**src/sv/event_rate_zscore_detector_core_assert.svh**
```systemverilog
// Assertion macros for the event rate z-score detector.
`ifndef EVENT_RATE_ZSCORE_DETECTOR_CORE_ASSERT_SVH
`define EVENT_RATE_ZSCORE_DETECTOR_CORE_ASSERT_SVH

// Condition holds at every edge outside reset.
`define ERZD_ASSERT_ALWAYS(lbl, expr, msg) \
lbl: assert property (@(posedge clock) disable iff (reset) (expr)) else $error(msg);

// Antecedent implies consequent in the following cycle.
`define ERZD_ASSERT_NEXT(lbl, ante, cons, msg) \
lbl: assert property (@(posedge clock) disable iff (reset) (ante) |=> (cons)) else $error(msg);

`endif

```
**src/sv/erzd_pkg.sv**
```systemverilog
// ----------------------------------------------------------------------------
// erzd_pkg
// Shared constants, types and state codes of the event rate z-score detector.
// ----------------------------------------------------------------------------
`default_nettype none

package erzd_pkg;

   localparam int WINDOW_DEPTH = 60;
   localparam int COUNT_WIDTH  = 24;
   localparam int PTR_W        = $clog2(WINDOW_DEPTH);
   localparam int N_W          = $clog2(WINDOW_DEPTH + 1);
   localparam int S_W          = COUNT_WIDTH + N_W;
   localparam int Q_W          = 2 * COUNT_WIDTH + N_W;
   localparam int D_W          = Q_W + N_W;
   localparam int FRAC_W       = 10;
   localparam int X_W          = 2 * S_W + 2 * FRAC_W;
   localparam int Z_W          = 16;
   localparam int SWP_W        = $clog2(WINDOW_DEPTH + 3);
   localparam int DIVC_W       = $clog2(X_W);
   localparam int BIT_W        = $clog2(Z_W);
   localparam int RATE_W       = 24;
   localparam int STAMP_W      = 32;
   localparam int SCORE_W      = 16;
   localparam int SUM_W        = 19;

   localparam int MIN_W        = 6;
   localparam int MULT_W       = 4;
   localparam int DIV_W        = 8;
   localparam int CSR_IDX_W    = 2;
   localparam int CSR_DATA_W   = 8;

   localparam logic [CSR_IDX_W-1:0] CSR_MIN_VALID  = 2'd0;
   localparam logic [CSR_IDX_W-1:0] CSR_SPIKE_MULT = 2'd1;
   localparam logic [CSR_IDX_W-1:0] CSR_EXEC_DIV   = 2'd2;

   localparam logic [MIN_W-1:0]  MIN_VALID_RST  = 6'd5;
   localparam logic [MULT_W-1:0] SPIKE_MULT_RST = 4'd3;
   localparam logic [DIV_W-1:0]  EXEC_DIV_RST   = 8'd10;

   localparam logic [1:0] KIND_EXEC = 2'd0;

   localparam logic signed [SUM_W-1:0] EXEC_BOOST  = 19'sd1024;
   localparam logic signed [SUM_W-1:0] SPIKE_BOOST = 19'sd1536;
   localparam logic signed [SUM_W-1:0] SCORE_MAX   = 19'sd32767;
   localparam logic signed [SUM_W-1:0] SCORE_MIN   = -19'sd32768;

   typedef struct packed {
      logic [STAMP_W-1:0]     stamp;
      logic [COUNT_WIDTH-1:0] rate;
      logic [COUNT_WIDTH-1:0] execs;
   } tick_type;

   typedef struct packed {
      logic [MIN_W-1:0]  min_valid;
      logic [MULT_W-1:0] spike_mult;
      logic [DIV_W-1:0]  exec_div;
   } cfg_type;

   typedef enum logic [3:0] {
      ST_IDLE,
      ST_WRITE,
      ST_SWEEP,
      ST_MUL,
      ST_PREP,
      ST_DIV,
      ST_SQRT,
      ST_SCORE,
      ST_OUT
   } state_type;

endpackage

`default_nettype wire

```
**src/sv/erzd_queue.sv**
```systemverilog
// ----------------------------------------------------------------------------
// erzd_queue
// Two-entry queue of closed seconds between front and back.
// ----------------------------------------------------------------------------
`default_nettype none

module erzd_queue (
   input  wire logic               clock,
   input  wire logic               reset,
   input  wire logic               push,
   input  wire erzd_pkg::tick_type push_data,
   output logic                    full,
   input  wire logic               pop,
   output logic                    not_empty,
   output erzd_pkg::tick_type      pop_data
);

   erzd_pkg::tick_type slot_ff [2];
   logic               wr_ff, rd_ff;
   logic [1:0]         count_ff;

   assign full      = count_ff == 2'd2;
   assign not_empty = count_ff != 2'd0;
   assign pop_data  = slot_ff[rd_ff];

   always_ff @(posedge clock) begin
      if (push) slot_ff[wr_ff] <= push_data;
   end

   always_ff @(posedge clock) begin
      if (reset) begin
         wr_ff    <= 1'b0;
         rd_ff    <= 1'b0;
         count_ff <= 2'd0;
      end else begin
         if (push) wr_ff <= !wr_ff;
         if (pop) rd_ff <= !rd_ff;
         count_ff <= count_ff + {1'b0, push} - {1'b0, pop};
      end
   end

endmodule

`default_nettype wire

```
**config.mk**
```make
export PLATFORM = sky130hd
export DESIGN_NAME = erzd_queue
export DESIGN_NICKNAME = d
export VERILOG_FILES = /design/src/sv/event_rate_zscore_detector_core_assert.svh /design/src/sv/erzd_pkg.sv /design/src/sv/erzd_queue.sv
export SDC_FILE = /design/constraint.sdc
export NUM_CORES = 1
export LEC_CHECK = 0
export BUFFER_PORTS_ARGS = -buffer_cell sky130_fd_sc_hd__buf_2
export CORE_ASPECT_RATIO = 1.75
export CORE_MARGIN = 2
export CORE_UTILIZATION = 40
export DETAILED_ROUTE_END_ITERATION = 10
export SLEW_MARGIN = 40
export SYNTH_ARGS = -nofsm -noshare
export SYNTH_HDL_FRONTEND = slang
export SYNTH_SLANG_ARGS = --single-unit
export TNS_END_PERCENT = 30
```
**constraint.sdc**
```tcl
create_clock -name clock -period 11.4 [get_ports clock]
set_input_delay 3.42 -clock clock [delete_from_list [all_inputs] [get_ports clock]]
set_output_delay 3.42 -clock clock [all_outputs]
set_load 0.02 [all_outputs]
```
==> results.json, run 1 <==
{
  "timing.fmax_mhz": 166.4,
  "ant_nets": 0,
  "synth_cells": 270,
  "slew_headroom": 0.4651,
  "hp-class": "reg -> reg",
  "syn_avg_cell_area_um2": 23.69,
  "post-dp-hpwl_um": 7849,
  "start_util": 0.4048,
  "powerDensity_mw_per_mm2": 184.1,
  "r2r_setup_slack_ns": 9.26,
  "root_buffer": "clkbuf_16",
  "period_share": 0.5271,
  "cp.depth": 3,
  "end_kind": "primary output",
  "dr.pass1.iters": 4,
  "critical-path-top-delay-family": "buffers and inverters",
  "finalHoldViolations": 0,
  "rr_startpoint": "wr_ff",
  "ys_ff_latch": 165,
  "drtIter0Drc": 169,
  "cts_setup_buffers": 0,
  "grt_pass1_vias": 3243,
  "portBuffers": 165,
  "crit_type": "reg -> out",
  "drive_gt1_frac": 0.6104,
  "worstMarginPinSlew_ns": 0.8023,
  "cp-endpoint": "pop_data[76]",
  "leakage_nw": 3.148,
  "area_delta_synth_final_pct": 23.67,
  "num_vias": 3044,
  "design.die.area_mm2": 0.01706,
  "pre_cts_ws_ns": 5.788,
  "clkTransAtPathRegs_ns": 0.06,
  "grt_start_max_net_pins": 57,
  "syn_area_mm2": 0.006396,
  "grt_use_total": 0.1374,
  "worstSkewPairLatency_ns": 0.40,
  "crit_path_max_incr_delay_ns": 0.81,
  "synthDistinctLibCells": 13,
  "setup_tns_ns": 0,
  "crit_chain": "buf_4, mux2_4, buf_2",
  "vias_per_cell": 4.676,
  "core_area_mm2": 0.01580,
  "maxCapViolCount": 0,
  "yosysWarnings": 0,
  "critPathSlowestCell": "dfxtp_4",
  "cts.sinks": 165,
  "setup_viol": 0,
  "ctsLongestPathBuffers": 2,
  "rr_worst_depth": 2,
  "path_buf_inv": 2,
  "hold_slack_ns": 0.5401,
  "worstPathRequired_ns": 7.98,
  "diodes": 0,
  "grt_overflow_total": 0,
  "post_cts_resized": 0,
  "cp_max_fo": 42,
  "status": "completed",
  "vdd_drop_max_uv": 98.06,
  "nets": 535,
  "htree_levels": 4,
  "reg2reg_to": "slot_ff[0][30]",
  "finClkSkew_ns": 0.006557,
  "post_drt_wl_per_cell_um": 18.28,
  "fin_crit_ns": 6.009,
  "gp_congestion": 0.7432,
  "syn_nets": 356,
  "ys_seq_area_frac": 0.7668,
  "setup_slack_ns": 5.391,
  "drt_wl_total_um": 11900,
  "worstSetupStartpointType": "flop",
  "drc_errors": 0,
  "cts_buffers": 17,
  "die_h_um": 171.3,
  "rsz0062_at_grt": "false",
  "chipWidth_um": 99.59,
  "grt_pass1_wl_um": 17350,
  "ioPinCount": 166,
  "tritoncts": "done",
  "cts_hold_buf": 0,
  "antenna_found_initial": 0,
  "rows": 61,
  "worstPathArrival_ns": 2.59,
  "slew_viol_final": 0
}
[metrics by stage]
| step | cells | power [mW] | instance area, um2 | util |
|---|---|---|---|---|
| CTS | 651 | 1.474 | 7910 | 0.5007 |
| floorplan | 270 | 0.8790 | 6396 | - |
| detailed placement | 619 | 0.9361 | 7356 | 0.4656 |
| global placement | 617 | 0.9285 | 7316 | 0.4631 |
| finish | 651 | 1.456 | 7910 | 0.5007 |
| global route | 651 | 1.510 | 7910 | 0.5007 |
[how the worst min path moves through the flow]
| stage | from | endpoint | slack (ns) | cells past startpoint |
|---|---|---|---|---|
| global placement | rd_ff | rd_ff | 0.51 | 2 |
| finish | rd_ff | rd_ff | 0.54 | 2 |
| CTS | rd_ff | flop | 0.55 | 2 |
| global route | rd_ff | flop | 0.57 | 2 |
| detailed placement | rd_ff | flop | 0.54 | 2 |
| floorplan | rd_ff | flop | 0.48 | 2 |
[Yosys cell counts]
cell type    n  share of area
buf_12       8          0.025
or2_2        1        0.00098
mux2_4      80           0.19
nor2_1       4         0.0023
dfxtp_1      5          0.016
edfxtp_1   160           0.75
inv_1        2         0.0012
xnor3_1      1         0.0035
xnor2_1      2         0.0027
ha_1         2         0.0039
nor2b_1      3         0.0029
and2_1       1        0.00098
buf_6        1         0.0018
[worst register-to-register path, delay by kind of cell (launching register included)]
| kind | cells | cell delay, ns |
|---|---|---|
| AND/OR/NAND/NOR | 1 | 0.62 |
| flip-flops | 1 | 0.35 |
| buffers and inverters | 1 | 0.74 |
[layout make-up]
class / count / area [um2]
tap: 189 / 236.5
multi-input combinational: 94 / 1323
sequential: 165 / 4908
timing repair buffer: 169 / 880.8
fill: 1346 / 7889
inverter: 2 / 7.507
clock inverter: 14 / 125.1
clock buffer: 18 / 429.2
[cell usage in the layout, fill, tap and decap left out, types with 4 or more instances in the layout]
cell / synthesis / layout
buf_2: 0 / 165
edfxtp_1: 160 / 160
mux2_4: 80 / 80
clkbuf_16: 0 / 17
nor2_1: 4 / 4
inv_6: 0 / 4
clkinvlp_4: 0 / 4
dfxtp_1: 5 / 4
[power by group]
| group | internal (mW) | total [mW] | switching, mW |
|---|---|---|---|
| sequential | 0.708 | 0.727 | 0.0186 |
| combinational | 0.0913 | 0.192 | 0.101 |
| clock | 0.302 | 0.537 | 0.235 |
| total | 1.10 | 1.46 | 0.355 |
[state kept, by name, summed over array words and instances (netlist names), named ones only]
| name | flops |
|---|---|
| count_ff | 2 |
| rd_ff | 1 |
| slot_ff | 160 |
| wr_ff | 1 |
[logic make-up (layout without fill, tap and decap cells)]
group | Yosys count | in the layout | synth area share
DFF | 165 | 165 | 0.7668
muxes | 80 | 80 | 0.1878
buffers and inverters | 11 | 203 | 0.02797
and+or+nand+nor | 9 | 9 | 0.007239
xor gates and xnor gates | 3 | 3 | 0.006260
adders and majority gates | 2 | 2 | 0.003912
[per-layer routing]
layer	vias to the layer above	GRT usage	routed length (um)
met5	-	0	0
met4	0	0.05658	221
met3	12	0.03413	482
met2	90	0.2568	6917
met1	1520	0.1451	4281
li1	1422	-	-
Power figures use the tool's default switching activity.
==> run 2, diff against run 1 <==
- PLACE_DENSITY: default -> 0.66
- clock period: 11.4 -> 4.9 ns (I/O delays scaled with it)
==> results.json, run 2 (synthesized netlist as in run 1, its figures left out) <==
{
  "largest_reg_flops": 160,
  "rows": 61,
  "dr.pass1.iters": 4,
  "drt_wl_total_um": 11370,
  "end_kind": "primary output",
  "p_int_mw": 2.720,
  "area_delta_synth_final_pct": 25.14,
  "cts_hold_buf": 0,
  "worstSetupStartpointType": "flop",
  "r2r_setup_slack_ns": 3.48,
  "fin_crit_ns": 3.622,
  "p_clk_frac": 0.393,
  "setup_viol": 0,
  "post_drt_wl_per_cell_um": 17.42,
  "swShare": 0.2280,
  "hold_depth": 2,
  "rsz0062_at_grt": "false",
  "grt_overflow_total": 0,
  "finalHoldViolations": 0,
  "drtIter0Drc": 117,
  "worstPathRequired_ns": 3.43,
  "crit_path_max_incr_delay_ns": 0.74,
  "htree_levels": 4,
  "num_vias": 3052,
  "worstPathArrival_ns": 2.15,
  "grt_pass1_wl_um": 16550,
  "start_util": 0.4048,
  "worstSkewPairLatency_ns": 0.41,
  "cts_buffers": 17,
  "maxCapViolCount": 0,
  "grt_start_max_net_pins": 50,
  "grt_busiest_layer": "met2",
  "timing.fmax_mhz": 276.1,
  "nets": 536,
  "ctsLongestPathBuffers": 2,
  "cp.depth": 3,
  "portBuffers": 165,
  "grt_pass1_vias": 3226,
  "layout_common_cells": "buf_2 (165), edfxtp_1 (160), mux2_4 (80)",
  "design.die.area_mm2": 0.01706,
  "stdcell_area_mm2": 0.008004,
  "finClkSkew_ns": 0.007079,
  "leakage_nw": 3.203,
  "cp_max_fo": 49,
  "combPwrFrac": 0.128,
  "ioPinCount": 166,
  "gp_congestion": 0.7473,
  "top_regs": "slot_ff x160, count_ff x2",
  "slew_headroom": 0.5580,
  "worstMarginPinSlew_ns": 0.6630,
  "path_buf_inv": 2,
  "drive_gt1_frac": 0.6134,
  "chipWidth_um": 99.59,
  "post-place-cells": 620,
  "cts_setup_buffers": 0,
  "largest-register": "slot_ff",
  "crit_chain": "buf_12, mux2_4, buf_2",
  "ant_nets": 0,
  "grt.met3_usage": 0.04267,
  "cts.sinks": 165,
  "powerDensity_mw_per_mm2": 440.2,
  "power_frac_seq": 0.479,
  "drc_errors": 0,
  "use_met1": 0.1241,
  "antenna_found_initial": 3,
  "dpl_cell_area_mm2": 0.007376,
  "critical-path-top-delay-family": "flip-flops",
  "clkTransAtPathRegs_ns": 0.06,
  "setup_tns_ns": 0,
  "core_area_mm2": 0.01580,
  "layout_commonest_cell": "buf_2",
  "switching_power_mw": 0.8034,
  "grt_use_total": 0.1323,
  "root_buffer": "clkbuf_16",
  "crit_type": "reg -> out",
  "post-route-util": 0.5066,
  "status": "completed",
  "rr_worst_depth": 2,
  "hp-class": "reg -> reg",
  "post-dp-hpwl_um": 7917,
  "post_cts_resized": 0,
  "vdd_drop_max_uv": 289.8,
  "die_h_um": 171.3,
  "critPathSlowestCell": "dfxtp_4",
  "instances_no_fill": 653,
  "vias_per_cell": 4.674,
  "slew_viol_final": 0,
  "period_share": 0.7392,
  "tritoncts": "done",
  "use_met2": 0.2482
}
## run 2: cell count changes in the layout (fill, tap and decap cells not counted)
cell        before  now
inv_8            0    1
diode_2          0    1
clkinvlp_4       4    1
clkinv_4         2    1
clkbuf_1         1    0
bufinv_16        1    4
clkinv_2         1    2
buf_12           2    3
## run 2: area by class of cell
class                           instances  area, um2
Antenna cell                            1      2.502
Clock buffer                           17      425.4
Clock inverter                         15      200.2
Fill cell                            1298       7795
Inverter                                2      7.507
Multi-Input combinational cell         94       1323
Sequential cell                       165       4908
Tap cell                              189      236.5
Timing Repair Buffer                  170      900.9
## run 2: worst paths after layout
check              from              to
hold reg to reg   rd_ff           rd_ff
setup reg to reg  wr_ff  slot_ff[0][67]
setup / recovery   flop    pop_data[69]
hold / removal    rd_ff           rd_ff
## run 2: layer usage
layer | wire length (um) | share of wire
met1 | 3823 | 0.34
met2 | 6582 | 0.58
met3 | 614 | 0.054
met4 | 336 | 0.030
met5 | 17 | 0.0015
## run 2: tightest hold or removal path, stage by stage (launching register included)
cell     delay, ns
dfxtp_1       0.34
xnor2_1       0.09
nor2_1        0.09
## run 2: power groups by stage
| stage | Combinational [mW] | Sequential (mW) | Clock, mW |
|---|---|---|---|
| 5_1_grt | 0.482 | 1.69 | 1.48 |
| 3_5_place_dp | 0.460 | 1.72 | 0 |
| 6_report | 0.452 | 1.69 | 1.38 |
| 4_1_cts | 0.461 | 1.69 | 1.43 |
| 3_3_place_gp | 0.448 | 1.71 | 0 |
| 2_1_floorplan | 0.344 | 1.70 | 0 |
## run 2: per-stage QoR
step	total power, mW	hold slack [ns]	setup WS, ns
finish	3.523	0.5522	1.278
global route	3.651	0.6166	1.178
CTS	3.575	0.5509	1.237
detailed placement	2.178	0.5368	1.687
global placement	2.159	0.5007	1.717
floorplan	2.042	0.4799	0.9028
