--- config.mk ---
export PLATFORM = sky130hd
export DESIGN_NAME = erzd_front
export DESIGN_NICKNAME = d
export VERILOG_FILES = /design/src/sv/event_rate_zscore_detector_core_assert.svh /design/src/sv/erzd_pkg.sv /design/src/sv/erzd_front.sv
export SDC_FILE = /design/constraint.sdc
export NUM_CORES = 1
export LEC_CHECK = 0
export BUFFER_PORTS_ARGS = -buffer_cell sky130_fd_sc_hd__buf_2
export CAP_MARGIN = 20
export CORE_MARGIN = 10
export CORE_UTILIZATION = 30
export CTS_CLUSTER_DIAMETER = 40
export DETAILED_ROUTE_END_ITERATION = 7
export PLACE_DENSITY = 0.56
export SYNTH_ARGS = -nofsm -noshare
export SYNTH_HDL_FRONTEND = slang
export SYNTH_SLANG_ARGS = --single-unit
--- constraint.sdc ---
create_clock -name clock -period 4.1 [get_ports clock]
set_input_delay 0.205 -clock clock [delete_from_list [all_inputs] [get_ports clock]]
set_output_delay 0.205 -clock clock [all_outputs]
set_load 0.02 [all_outputs]
--- src/sv/event_rate_zscore_detector_core_assert.svh ---
// Assertion macros for the event rate z-score detector.
`ifndef EVENT_RATE_ZSCORE_DETECTOR_CORE_ASSERT_SVH
`define EVENT_RATE_ZSCORE_DETECTOR_CORE_ASSERT_SVH

// Condition holds at every edge outside reset.
`define ERZD_ASSERT_ALWAYS(lbl, expr, msg) \
lbl: assert property (@(posedge clock) disable iff (reset) (expr)) else $error(msg);

// Antecedent implies consequent in the following cycle.
`define ERZD_ASSERT_NEXT(lbl, ante, cons, msg) \
lbl: assert property (@(posedge clock) disable iff (reset) (ante) |=> (cons)) else $error(msg);

`endif

--- src/sv/erzd_pkg.sv ---
// ----------------------------------------------------------------------------
// erzd_pkg
// Shared constants, types and state codes of the event rate z-score detector.
// ----------------------------------------------------------------------------
`default_nettype none

package erzd_pkg;

   localparam int WINDOW_DEPTH = 60;
   localparam int COUNT_WIDTH  = 24;
   localparam int PTR_W        = $clog2(WINDOW_DEPTH);
   localparam int N_W          = $clog2(WINDOW_DEPTH + 1);
   localparam int S_W          = COUNT_WIDTH + N_W;
   localparam int Q_W          = 2 * COUNT_WIDTH + N_W;
   localparam int D_W          = Q_W + N_W;
   localparam int FRAC_W       = 10;
   localparam int X_W          = 2 * S_W + 2 * FRAC_W;
   localparam int Z_W          = 16;
   localparam int SWP_W        = $clog2(WINDOW_DEPTH + 3);
   localparam int DIVC_W       = $clog2(X_W);
   localparam int BIT_W        = $clog2(Z_W);
   localparam int RATE_W       = 24;
   localparam int STAMP_W      = 32;
   localparam int SCORE_W      = 16;
   localparam int SUM_W        = 19;

   localparam int MIN_W        = 6;
   localparam int MULT_W       = 4;
   localparam int DIV_W        = 8;
   localparam int CSR_IDX_W    = 2;
   localparam int CSR_DATA_W   = 8;

   localparam logic [CSR_IDX_W-1:0] CSR_MIN_VALID  = 2'd0;
   localparam logic [CSR_IDX_W-1:0] CSR_SPIKE_MULT = 2'd1;
   localparam logic [CSR_IDX_W-1:0] CSR_EXEC_DIV   = 2'd2;

   localparam logic [MIN_W-1:0]  MIN_VALID_RST  = 6'd5;
   localparam logic [MULT_W-1:0] SPIKE_MULT_RST = 4'd3;
   localparam logic [DIV_W-1:0]  EXEC_DIV_RST   = 8'd10;

   localparam logic [1:0] KIND_EXEC = 2'd0;

   localparam logic signed [SUM_W-1:0] EXEC_BOOST  = 19'sd1024;
   localparam logic signed [SUM_W-1:0] SPIKE_BOOST = 19'sd1536;
   localparam logic signed [SUM_W-1:0] SCORE_MAX   = 19'sd32767;
   localparam logic signed [SUM_W-1:0] SCORE_MIN   = -19'sd32768;

   typedef struct packed {
      logic [STAMP_W-1:0]     stamp;
      logic [COUNT_WIDTH-1:0] rate;
      logic [COUNT_WIDTH-1:0] execs;
   } tick_type;

   typedef struct packed {
      logic [MIN_W-1:0]  min_valid;
      logic [MULT_W-1:0] spike_mult;
      logic [DIV_W-1:0]  exec_div;
   } cfg_type;

   typedef enum logic [3:0] {
      ST_IDLE,
      ST_WRITE,
      ST_SWEEP,
      ST_MUL,
      ST_PREP,
      ST_DIV,
      ST_SQRT,
      ST_SCORE,
      ST_OUT
   } state_type;

endpackage

`default_nettype wire

--- src/sv/erzd_front.sv ---
// ----------------------------------------------------------------------------
// erzd_front
// Counts event beats per second and hands each tick to the queue.
// ----------------------------------------------------------------------------
`default_nettype none

module erzd_front (
   input  wire logic                    clock,
   input  wire logic                    reset,
   input  wire logic                    req_tvalid,
   output logic                         req_tready,
   input  wire logic [39:0]             req_tdata,
   input  wire logic [0:0]              req_tuser,
   input  wire logic                    q_full,
   output logic                         q_push,
   output erzd_pkg::tick_type           q_data
);

   localparam logic [erzd_pkg::COUNT_WIDTH-1:0] CNT_MAX = '1;

   logic [erzd_pkg::COUNT_WIDTH-1:0] total_ff, total_in;
   logic [erzd_pkg::COUNT_WIDTH-1:0] exec_ff, exec_in;
   logic                             accept;
   logic [1:0]                       kind;

   assign kind       = req_tdata[1:0];
   assign req_tready = !req_tuser[0] || !q_full;
   assign accept     = req_tvalid && req_tready;
   assign q_push     = accept && req_tuser[0];

   always_comb begin
      q_data.stamp = req_tdata[33:2];
      q_data.rate  = total_ff;
      q_data.execs = exec_ff;
   end

   always_comb begin
      total_in = total_ff;
      exec_in  = exec_ff;
      if (accept) begin
         if (req_tuser[0]) begin
            total_in = '0;
            exec_in  = '0;
         end else begin
            if (total_ff != CNT_MAX) total_in = total_ff + 1'b1;
            if (kind == erzd_pkg::KIND_EXEC && exec_ff != CNT_MAX) exec_in = exec_ff + 1'b1;
         end
      end
   end

   always_ff @(posedge clock) begin
      if (reset) begin
         total_ff <= '0;
         exec_ff  <= '0;
      end else begin
         total_ff <= total_in;
         exec_ff  <= exec_in;
      end
   end

endmodule

`default_nettype wire

==> flow_metrics.tcl, run 1 <==
set metrics [dict create \
    syn-num-nets 421 \
    yosysSeqAreaShare_pct 31.5 \
    path_depth 6 \
    grt_pass1_vias 2708 \
    cts.htree.levels 2 \
    power.internal_w 0.000627 \
    rsz0062_at_grt "false" \
    final_layout_size_suffix_gt1_share_pct 21.3 \
    end_kind "register" \
    synth_cell_types 62 \
    dp_slack_ns 1.20 \
    ys_top_cells_by_area "dfxtp_1 32%, buf_4 7.9%, nand2_1 4.3%" \
    hp-class "input pin to register" \
    ys_ff_latch 48 \
    dp_hpwl_mm 6.66 \
    grt_max_degree 19 \
    p_leak_nw 1.33 \
    cts_resized 0 \
    grtUsageTotal_pct 12.1 \
    min_period_ns 2.55 \
    path_class "register to register" \
    netSwitchingFraction_pct 25.9 \
    p_seq_share_pct 55.6 \
    arrival_ns 2.81 \
    globalplace.congestion 0.801 \
    grt_pass1_wl_mm 14.6 \
    numCtsBuffers 5 \
    pwr-share-comb_pct 8.3 \
    io_buffers 56 \
    dp.cells 514 \
    path_cells "ha_1 > nand4_1 > nor4_4 > a21oi_2 > nor2_2 > mux2_2" \
    tightest_slew_ns 0.992 \
    clockPowerShare_pct 36.1 \
    ir_worst_vdd_v 0.000142 \
    maxSlewHeadroom_pct 33.5 \
    grt_overflow 0 \
    hold_viol 0 \
    layout.cells.non_filler 523 \
    cts.clk_slew.worst_paths_ns 0.09 \
    n_antenna_cell 0 \
    fp-row-count 36 \
    max_stage_delay_ns 0.60 \
    critPathBufInv 0 \
    crit_fanout 12 \
    setup_violations 0 \
    nets 436 \
    max_cap_viol_count 0 \
    rr_worst_depth 6 \
    p_sw_w 0.000220 \
    area_delta_synth_final_pct 7.63 \
    cts_root_buf "clkbuf_8" \
    die_area_sq_um 14600 \
    wl_per_cell_um 17.2 \
    required_ns 4.36 \
    fin_crit_sh_pct 62.2 \
    vias 2877 \
    netlist_area_sq_um 3050 \
    drc 0 \
    ff2ff_setup_slack_ns 1.55 \
    antenna_left 0 \
    slew_violations 0 \
    holdWs_ns 0.252 \
    drt_iter0_drc 216 \
    crit_path_start_kind "register" \
    yosysWarnings 0 \
    yosys.area.top_type "dfxtp_1" \
    coreArea_sq_um 9820 \
    routed_wl_mm 9.02 \
    ioPinCount 127 \
    ys.flop_type "dfxtp_1" \
    postCtsSetupBuffers 0 \
    async_flop_share_pct 0 \
    pwr_density_cell_nw_per_um2 258 \
    skew_ns 0.00578 \
    die_height_um 121 \
    fin_ws_ns 1.55 \
    tns_ns 0 \
    start_util_pct 31.1 \
    status "finished, final reports clean" \
    chipWidth_um 121 \
    clock_sinks 48 \
    synth_edf_count 0 \
    fmax_mhz 392 \
    synth_top_cell_area_share_pct 31.5 \
    cts_hold_buf 0 \
    critPathTopFamily "simple AND/OR/NAND/NOR gates" \
    critPathSlowestCell "nor4_4" \
    viasPerCell 5.50 \
    hold_depth 2 \
    firstDrtPassIters 4 \
    antenna_found_initial 1 \
    clk_latency_ns 0.31 \
    syn_avg_cell_area_sq_um 8.15 \
    clock_path_buffers 2 \
    cts_tree "yes" \
    synthCells 374 \
]
## kinds of logic (layout without fill, tap and decap cells)
logic type | Yosys count | in the layout | synth area share, %
compound gates | 99 | 99 | 23.7
flops | 48 | 48 | 31.5
mux | 5 | 5 | 1.68
fa+ha+maj | 2 | 2 | 0.821
buf+inv | 62 | 78 | 12.1
simple gates | 155 | 155 | 29.3
xor+xnor | 3 | 3 | 0.862
## flip-flops by register name, indices dropped and copies added, names as in the netlist
name,flops
exec_ff,24
total_ff,24
## cells in the final DEF, fill, tap and decap left out, types with 3 or more instances in the layout
| master | synthesis | routed |
|---|---|---|
| or3_1 | 9 | 9 |
| nor4_1 | 3 | 3 |
| and3_1 | 10 | 10 |
| inv_1 | 11 | 11 |
| nand2b_1 | 3 | 3 |
| and2_1 | 3 | 3 |
| a41oi_1 | 3 | 3 |
| nor2_1 | 21 | 21 |
| or4_1 | 5 | 5 |
| o22a_1 | 3 | 3 |
| dfxtp_1 | 48 | 48 |
| nand2_1 | 35 | 35 |
| mux2i_1 | 4 | 4 |
| a31oi_1 | 7 | 7 |
| o21ai_0 | 18 | 18 |
| o211ai_1 | 6 | 6 |
| o311ai_0 | 3 | 3 |
| buf_4 | 32 | 3 |
| a21o_1 | 3 | 3 |
| nor3b_1 | 3 | 3 |
| nand3_1 | 17 | 17 |
| buf_2 | 5 | 56 |
| a31o_2 | 3 | 3 |
| nand4_1 | 16 | 16 |
| and4_1 | 9 | 9 |
| nor3_1 | 8 | 8 |
| clkbuf_8 | 0 | 6 |
| a221o_1 | 5 | 5 |
| o31ai_1 | 4 | 4 |
| a21oi_1 | 19 | 19 |
| a22o_1 | 5 | 5 |
| a22oi_1 | 3 | 3 |
## area by class of cell
type                    count  area (sq um)
inverters                  11          41.3
clock buffers               8          90.1
multi-input cells         264          1720
well taps                 133           166
flip-flops and latches     48           961
repair buffers             59           303
fillers                  1080          6540
## power by group through the flow
stage	logic, W	registers (W)	clock network, W
global placement	0.0000687	0.000482	0
global route	0.0000784	0.000471	0.000331
CTS	0.0000699	0.000471	0.000316
finish	0.0000700	0.000471	0.000306
detailed placement	0.0000697	0.000482	0
floorplan	0.0000911	0.000484	0
## cell usage after synthesis, types with 5 or more instances
library cell and count:
nand3_1 17, buf_4 32, and4_1 9, inv_1 11, or3_1 9, nand2_1 35, clkbuf_1 12, a21oi_1 19
or4_1 5, nand4_1 16, a31oi_1 7, buf_2 5, nor3_1 8, o21ai_0 18, dfxtp_1 48, o211ai_1 6
and3_1 10, a221o_1 5, a22o_1 5, nor2_1 21
## final timing paths
path / from / end
setup / recovery: exec_ff[0] / exec_ff[0]
hold reg to reg: total_ff[19] / total_ff[19]
setup reg to reg: exec_ff[0] / exec_ff[0]
hold / removal: reset / total_ff[9]
## per-layer routing
metal / GRT usage (%) / vias up / share of wire [%]
met5: 0 / - / 0.16
met4: 4.45 / 2 / 1.4
met3: 3.68 / 15 / 6.7
met2: 18.6 / 86 / 45
met1: 15.6 / 1354 / 47
li1: - / 1420 / -
## stage by stage
step                      util [%]  instance area, sq um  total power (W)
after global placement        32.4                  3180         0.000551
after CTS                     33.3                  3270         0.000857
after floorplan                  -                  3050         0.000575
after detailed placement      32.4                  3180         0.000552
after global routing          33.4                  3280         0.000881
final                         33.4                  3280         0.000847
No activity file was read; power rests on OpenSTA's default activity.
==> run 2, diff against run 1 <==
Clock period 4.1 ns to 2.45 ns, I/O delays scaled along.
==> run 2 against run 1 <==
- combinational power is 83% higher
- via count is 1.4% higher
- critical endpoint is now exec_ff[18]
- clock power is 63% higher
==> flow_metrics.tcl, run 2 (synthesized netlist as in run 1, its figures left out) <==
set metrics [dict create \
    cts_hold_buf 0 \
    die_height_um 121 \
    clk_latency_ns 0.30 \
    nets 447 \
    hold_viol 0 \
    fin_ws_ns 0.432 \
    antenna_left 0 \
    wl_per_cell_um 17.1 \
    path_cells "ha_1 > nand4_1 > nor4_4 > buf_4 > nand4_1 > and3_1 > a221o_1" \
    max_stage_delay_ns 0.35 \
    ioPinCount 127 \
    grt_pass1_wl_mm 15.0 \
    rr_worst_depth 7 \
    routed_wl_mm 9.11 \
    hp-class "input pin to register" \
    cts.htree.levels 2 \
    slew_violations 0 \
    tns_ns 0 \
    fin_crit_sh_pct 82.4 \
    hold_depth 2 \
    pwr_density_cell_nw_per_um2 421 \
    critPathTopFamily "simple AND/OR/NAND/NOR gates" \
    firstDrtPassIters 4 \
    cts_tree "yes" \
    clock_sinks 48 \
    antenna_found_initial 0 \
    numCtsBuffers 5 \
    postLayoutCellArea_sq_um 3360 \
    rsz0062_at_grt "false" \
    n_antenna_cell 0 \
    fp-row-count 36 \
    crit_fanout 7 \
    arrival_ns 2.21 \
    die_area_sq_um 14600 \
    fmax_mhz 496 \
    critPathSlowestCell "dfxtp_1" \
    cts_root_buf "clkbuf_8" \
    required_ns 2.65 \
    path_depth 7 \
    setup_violations 0 \
    fin_util_pct 34.3 \
    place_area_sq_um 3270 \
    vias 2916 \
    dp_slack_ns 0.431 \
    drc 0 \
    dp_hpwl_mm 6.86 \
    globalplace.congestion 0.807 \
    maxSlewHeadroom_pct 70.4 \
    grt_max_degree 19 \
    cpMostUsedCell "nand4_1" \
    area_delta_synth_final_pct 10.3 \
    grtUsageTotal_pct 12.3 \
    clock_path_buffers 2 \
    status "finished, final reports clean" \
    ir_worst_vdd_v 0.000213 \
    layout_common_cells "56 x buf_2, 48 x dfxtp_1, 35 x nand2_1, 21 x nor2_1, 19 x a21oi_1" \
    start_util_pct 31.1 \
    mostFrequentLayoutCell "buf_2" \
    grt_overflow 0 \
    cts_resized 0 \
    p_leak_nw 1.38 \
    min_period_ns 2.02 \
    path_class "register to register" \
    tightest_slew_ns 0.442 \
    skew_ns 0.00412 \
    viasPerCell 5.46 \
    fillCellCount 1120 \
    chipWidth_um 121 \
    drt_iter0_drc 189 \
    coreArea_sq_um 9820 \
    grt_pass1_vias 2822 \
    max_cap_viol_count 0 \
    cts.clk_slew.worst_paths_ns 0.09 \
    crit_path_start_kind "register" \
    critPathBufInv 1 \
    top_regs "exec_ff (24), total_ff (24)" \
    postCtsSetupBuffers 0 \
    io_buffers 56 \
    final_layout_size_suffix_gt1_share_pct 23.4 \
    end_kind "register" \
]
==> run 2: cell count changes in the layout (fill, tap and decap cells not counted) <==
cell,previous run,this run
buf_4,3,14
==> run 2: cell type report <==
cell class | instances | area, sq um | share of cell area [%]
Inverter | 11 | 41.3 | 1.23
Tap cell | 133 | 166 | 4.95
Timing Repair Buffer | 70 | 385 | 11.5
Clock buffer | 8 | 90.1 | 2.68
Multi-Input combinational cell | 264 | 1720 | 51.1
Sequential cell | 48 | 961 | 28.6
==> run 2: final timing paths <==
check	startpoint	to	slack, ns
setup / recovery	exec_ff[0]	exec_ff[18]	0.43
hold / removal	reset	total_ff[5]	0.18
setup reg to reg	exec_ff[0]	exec_ff[18]	0.43
hold reg to reg	total_ff[19]	total_ff[19]	0.50
==> run 2: metrics by stage <==
stage / hold slack, ns / total power (W) / instances
final: 0.181 / 0.00141 / 534
after global placement: 0.245 / 0.000933 / 526
after floorplan: 0.314 / 0.000962 / 374
after CTS: 0.175 / 0.00143 / 534
after global routing: 0.200 / 0.00148 / 534
after detailed placement: 0.245 / 0.000935 / 526
==> run 2: layer usage <==
layer  GRT usage (%)  vias up  part of all wire (%)
li1                -     1435                     -
met1            16.0     1395                    46
met2            19.1       80                    46
met3            3.63        6                   6.8
met4            3.85        0                  0.94
met5               0        -                     0
==> run 2: report_power, final <==
group	switching, W	internal, W
Sequential	0.00000434	0.000783
Combinational	0.0000856	0.0000425
Clock	0.000268	0.000231
Total	0.000358	0.00106
==> run 2: worst reg2reg max path, cell delays in order (launching register included) <==
cell,delay (ns)
dfxtp_1,0.35
ha_1,0.22
nand4_1,0.21
nor4_4,0.32
buf_4,0.22
nand4_1,0.13
and3_1,0.21
a221o_1,0.25
==> run 3, diff against run 2 <==
Clock period 2.45 ns to 2 ns, I/O delays scaled along.
==> run 3 against run 2 <==
- clock power rose by 11%
- register-to-register slack lost 0.33 ns
- hold slack lost 0.019 ns
- critical endpoint is now exec_ff[22]
- highest routed layer unchanged
==> flow_metrics.tcl, run 3 (synthesized netlist as in run 1, its figures left out) <==
set metrics [dict create \
    min_period_ns 1.90 \
    power.internal_w 0.00125 \
    die_height_um 121 \
    grt_overflow 0 \
    fillCellCount 1075 \
    clock_sinks 48 \
    hold_viol 0 \
    hp-class "input pin to register" \
    path_class "register to register" \
    grt_pass1_wl_mm 15.4 \
    ioPinCount 127 \
    grt_max_degree 19 \
    fp-row-count 36 \
    critPathBufInv 1 \
    cts_root_buf "clkbuf_8" \
    dp_hpwl_mm 7.30 \
    final_layout_size_suffix_gt1_share_pct 31.3 \
    numCtsBuffers 5 \
    clockPowerShare_pct 32.8 \
    antenna_left 0 \
    clk_latency_ns 0.31 \
    end_kind "register" \
    layout.cells.non_filler 564 \
    dp.cells 555 \
    layout_common_cells "56 x buf_2, 47 x buf_4, 45 x dfxtp_1, 35 x nand2_1, 21 x nor2_1" \
    netSwitchingFraction_pct 26.1 \
    pwr-share-comb_pct 10.1 \
    firstDrtPassIters 4 \
    max_cap_viol_count 0 \
    crit_fanout 4 \
    setup_violations 0 \
    skew_ns 0.00245 \
    tightest_slew_ns 0.472 \
    grt_pass1_vias 2939 \
    p_seq_share_pct 57.1 \
    viasPerCell 5.39 \
    path_cells "ha_4 > nand4_1 > nor4_4 > buf_4 > nand3_1 > and3_1 > a221o_1" \
    required_ns 2.20 \
    drc 0 \
    place_area_sq_um 3490 \
    grtUsageTotal_pct 12.8 \
    top_regs "exec_ff (24), total_ff (24)" \
    fmax_mhz 527 \
    fin_crit_sh_pct 94.8 \
    maxSlewHeadroom_pct 68.3 \
    slew_violations 0 \
    nets 480 \
    cts_hold_buf 0 \
    io_buffers 56 \
    crit_path_start_kind "register" \
    wl_per_cell_um 17.0 \
    pwr_density_cell_nw_per_um2 464 \
    area_delta_synth_final_pct 19.2 \
    rsz0062_at_grt "true" \
    clock_path_buffers 2 \
    antenna_found_initial 0 \
    max_stage_delay_ns 0.38 \
    drt_iter0_drc 200 \
    n_antenna_cell 0 \
    cts.htree.levels 2 \
    status "finished, final reports clean" \
    start_util_pct 31.1 \
    cts.clk_slew.worst_paths_ns 0.09 \
    tns_ns 0 \
    p_leak_nw 1.56 \
    globalplace.congestion 0.861 \
    vias 3041 \
    die_area_sq_um 14600 \
    postLayoutCellArea_sq_um 3640 \
    chipWidth_um 121 \
    cts_tree "yes" \
    coreArea_sq_um 9820 \
    arrival_ns 2.10 \
    routed_wl_mm 9.57 \
    mostFrequentLayoutCell "buf_2" \
    ir_worst_vdd_v 0.000202 \
    critPathTopFamily "simple AND/OR/NAND/NOR gates" \
    p_sw_w 0.000441 \
    critPathSlowestCell "nor4_4" \
]
==> run 3: cell type report <==
| class | count | area [sq um] | share of cell area, % |
|---|---|---|---|
| Multi-Input combinational cell | 264 | 1760 | 48.5 |
| Sequential cell | 48 | 965 | 26.5 |
| Timing Repair Buffer | 103 | 633 | 17.4 |
| Tap cell | 133 | 166 | 4.58 |
| Clock buffer | 5 | 68.8 | 1.89 |
| Inverter | 11 | 41.3 | 1.14 |
==> run 3: path summary, 6_finish.rpt <==
kind,slack [ns],start,end,depth (start not counted)
worst max-delay path,0.10,exec_ff[1],exec_ff[22],7
worst max register to register,0.10,exec_ff[1],exec_ff[22],7
worst min-delay path,0.16,reset,total_ff[5],2
worst min register to register,0.49,total_ff[14],total_ff[14],1
==> run 3: through the flow <==
| stage | utilization, % | hold WS [ns] | total power, W | setup WS (ns) |
|---|---|---|---|---|
| floorplan | - | 0.292 | 0.00118 | 0.0165 |
| global placement | 35.6 | 0.200 | 0.00115 | 0.0845 |
| detailed placement | 35.6 | 0.200 | 0.00116 | 0.0612 |
| CTS | 36.3 | 0.154 | 0.00170 | 0.0354 |
| global route | 37.0 | 0.171 | 0.00175 | -0.0303 |
| finish | 37.0 | 0.162 | 0.00169 | 0.104 |
==> run 3: what timing repair did <==
action / 4_1_cts / 5_1_grt
setup endpoints to repair: 0 / 22
setup buffers: 0 / 4
gates resized for setup: 0 / 11
==> run 3: power by group through the flow <==
stage               logic (W)  clock network, W  registers, W
floorplan            0.000187                 0      0.000992
global placement     0.000166                 0      0.000986
detailed placement   0.000170                 0      0.000987
CTS                  0.000170          0.000570      0.000964
global route         0.000187          0.000601      0.000966
finish               0.000170          0.000553      0.000965
==> run 3: worst register-to-register path, cell delays in order, from the launching register on <==
cell     delay (ns)
dfxtp_2        0.36
ha_4           0.14
nand4_1        0.19
nor4_4         0.38
buf_4          0.20
nand3_1        0.09
and3_1         0.19
a221o_1        0.25
==> run 3: metal layers <==
layer,global-route usage [%],vias up,wire (um)
met1,15.8,1441,4250
met3,3.35,22,598
li1,-,1493,-
met4,5.81,0,180
met5,0,-,0
met2,20.5,85,4540
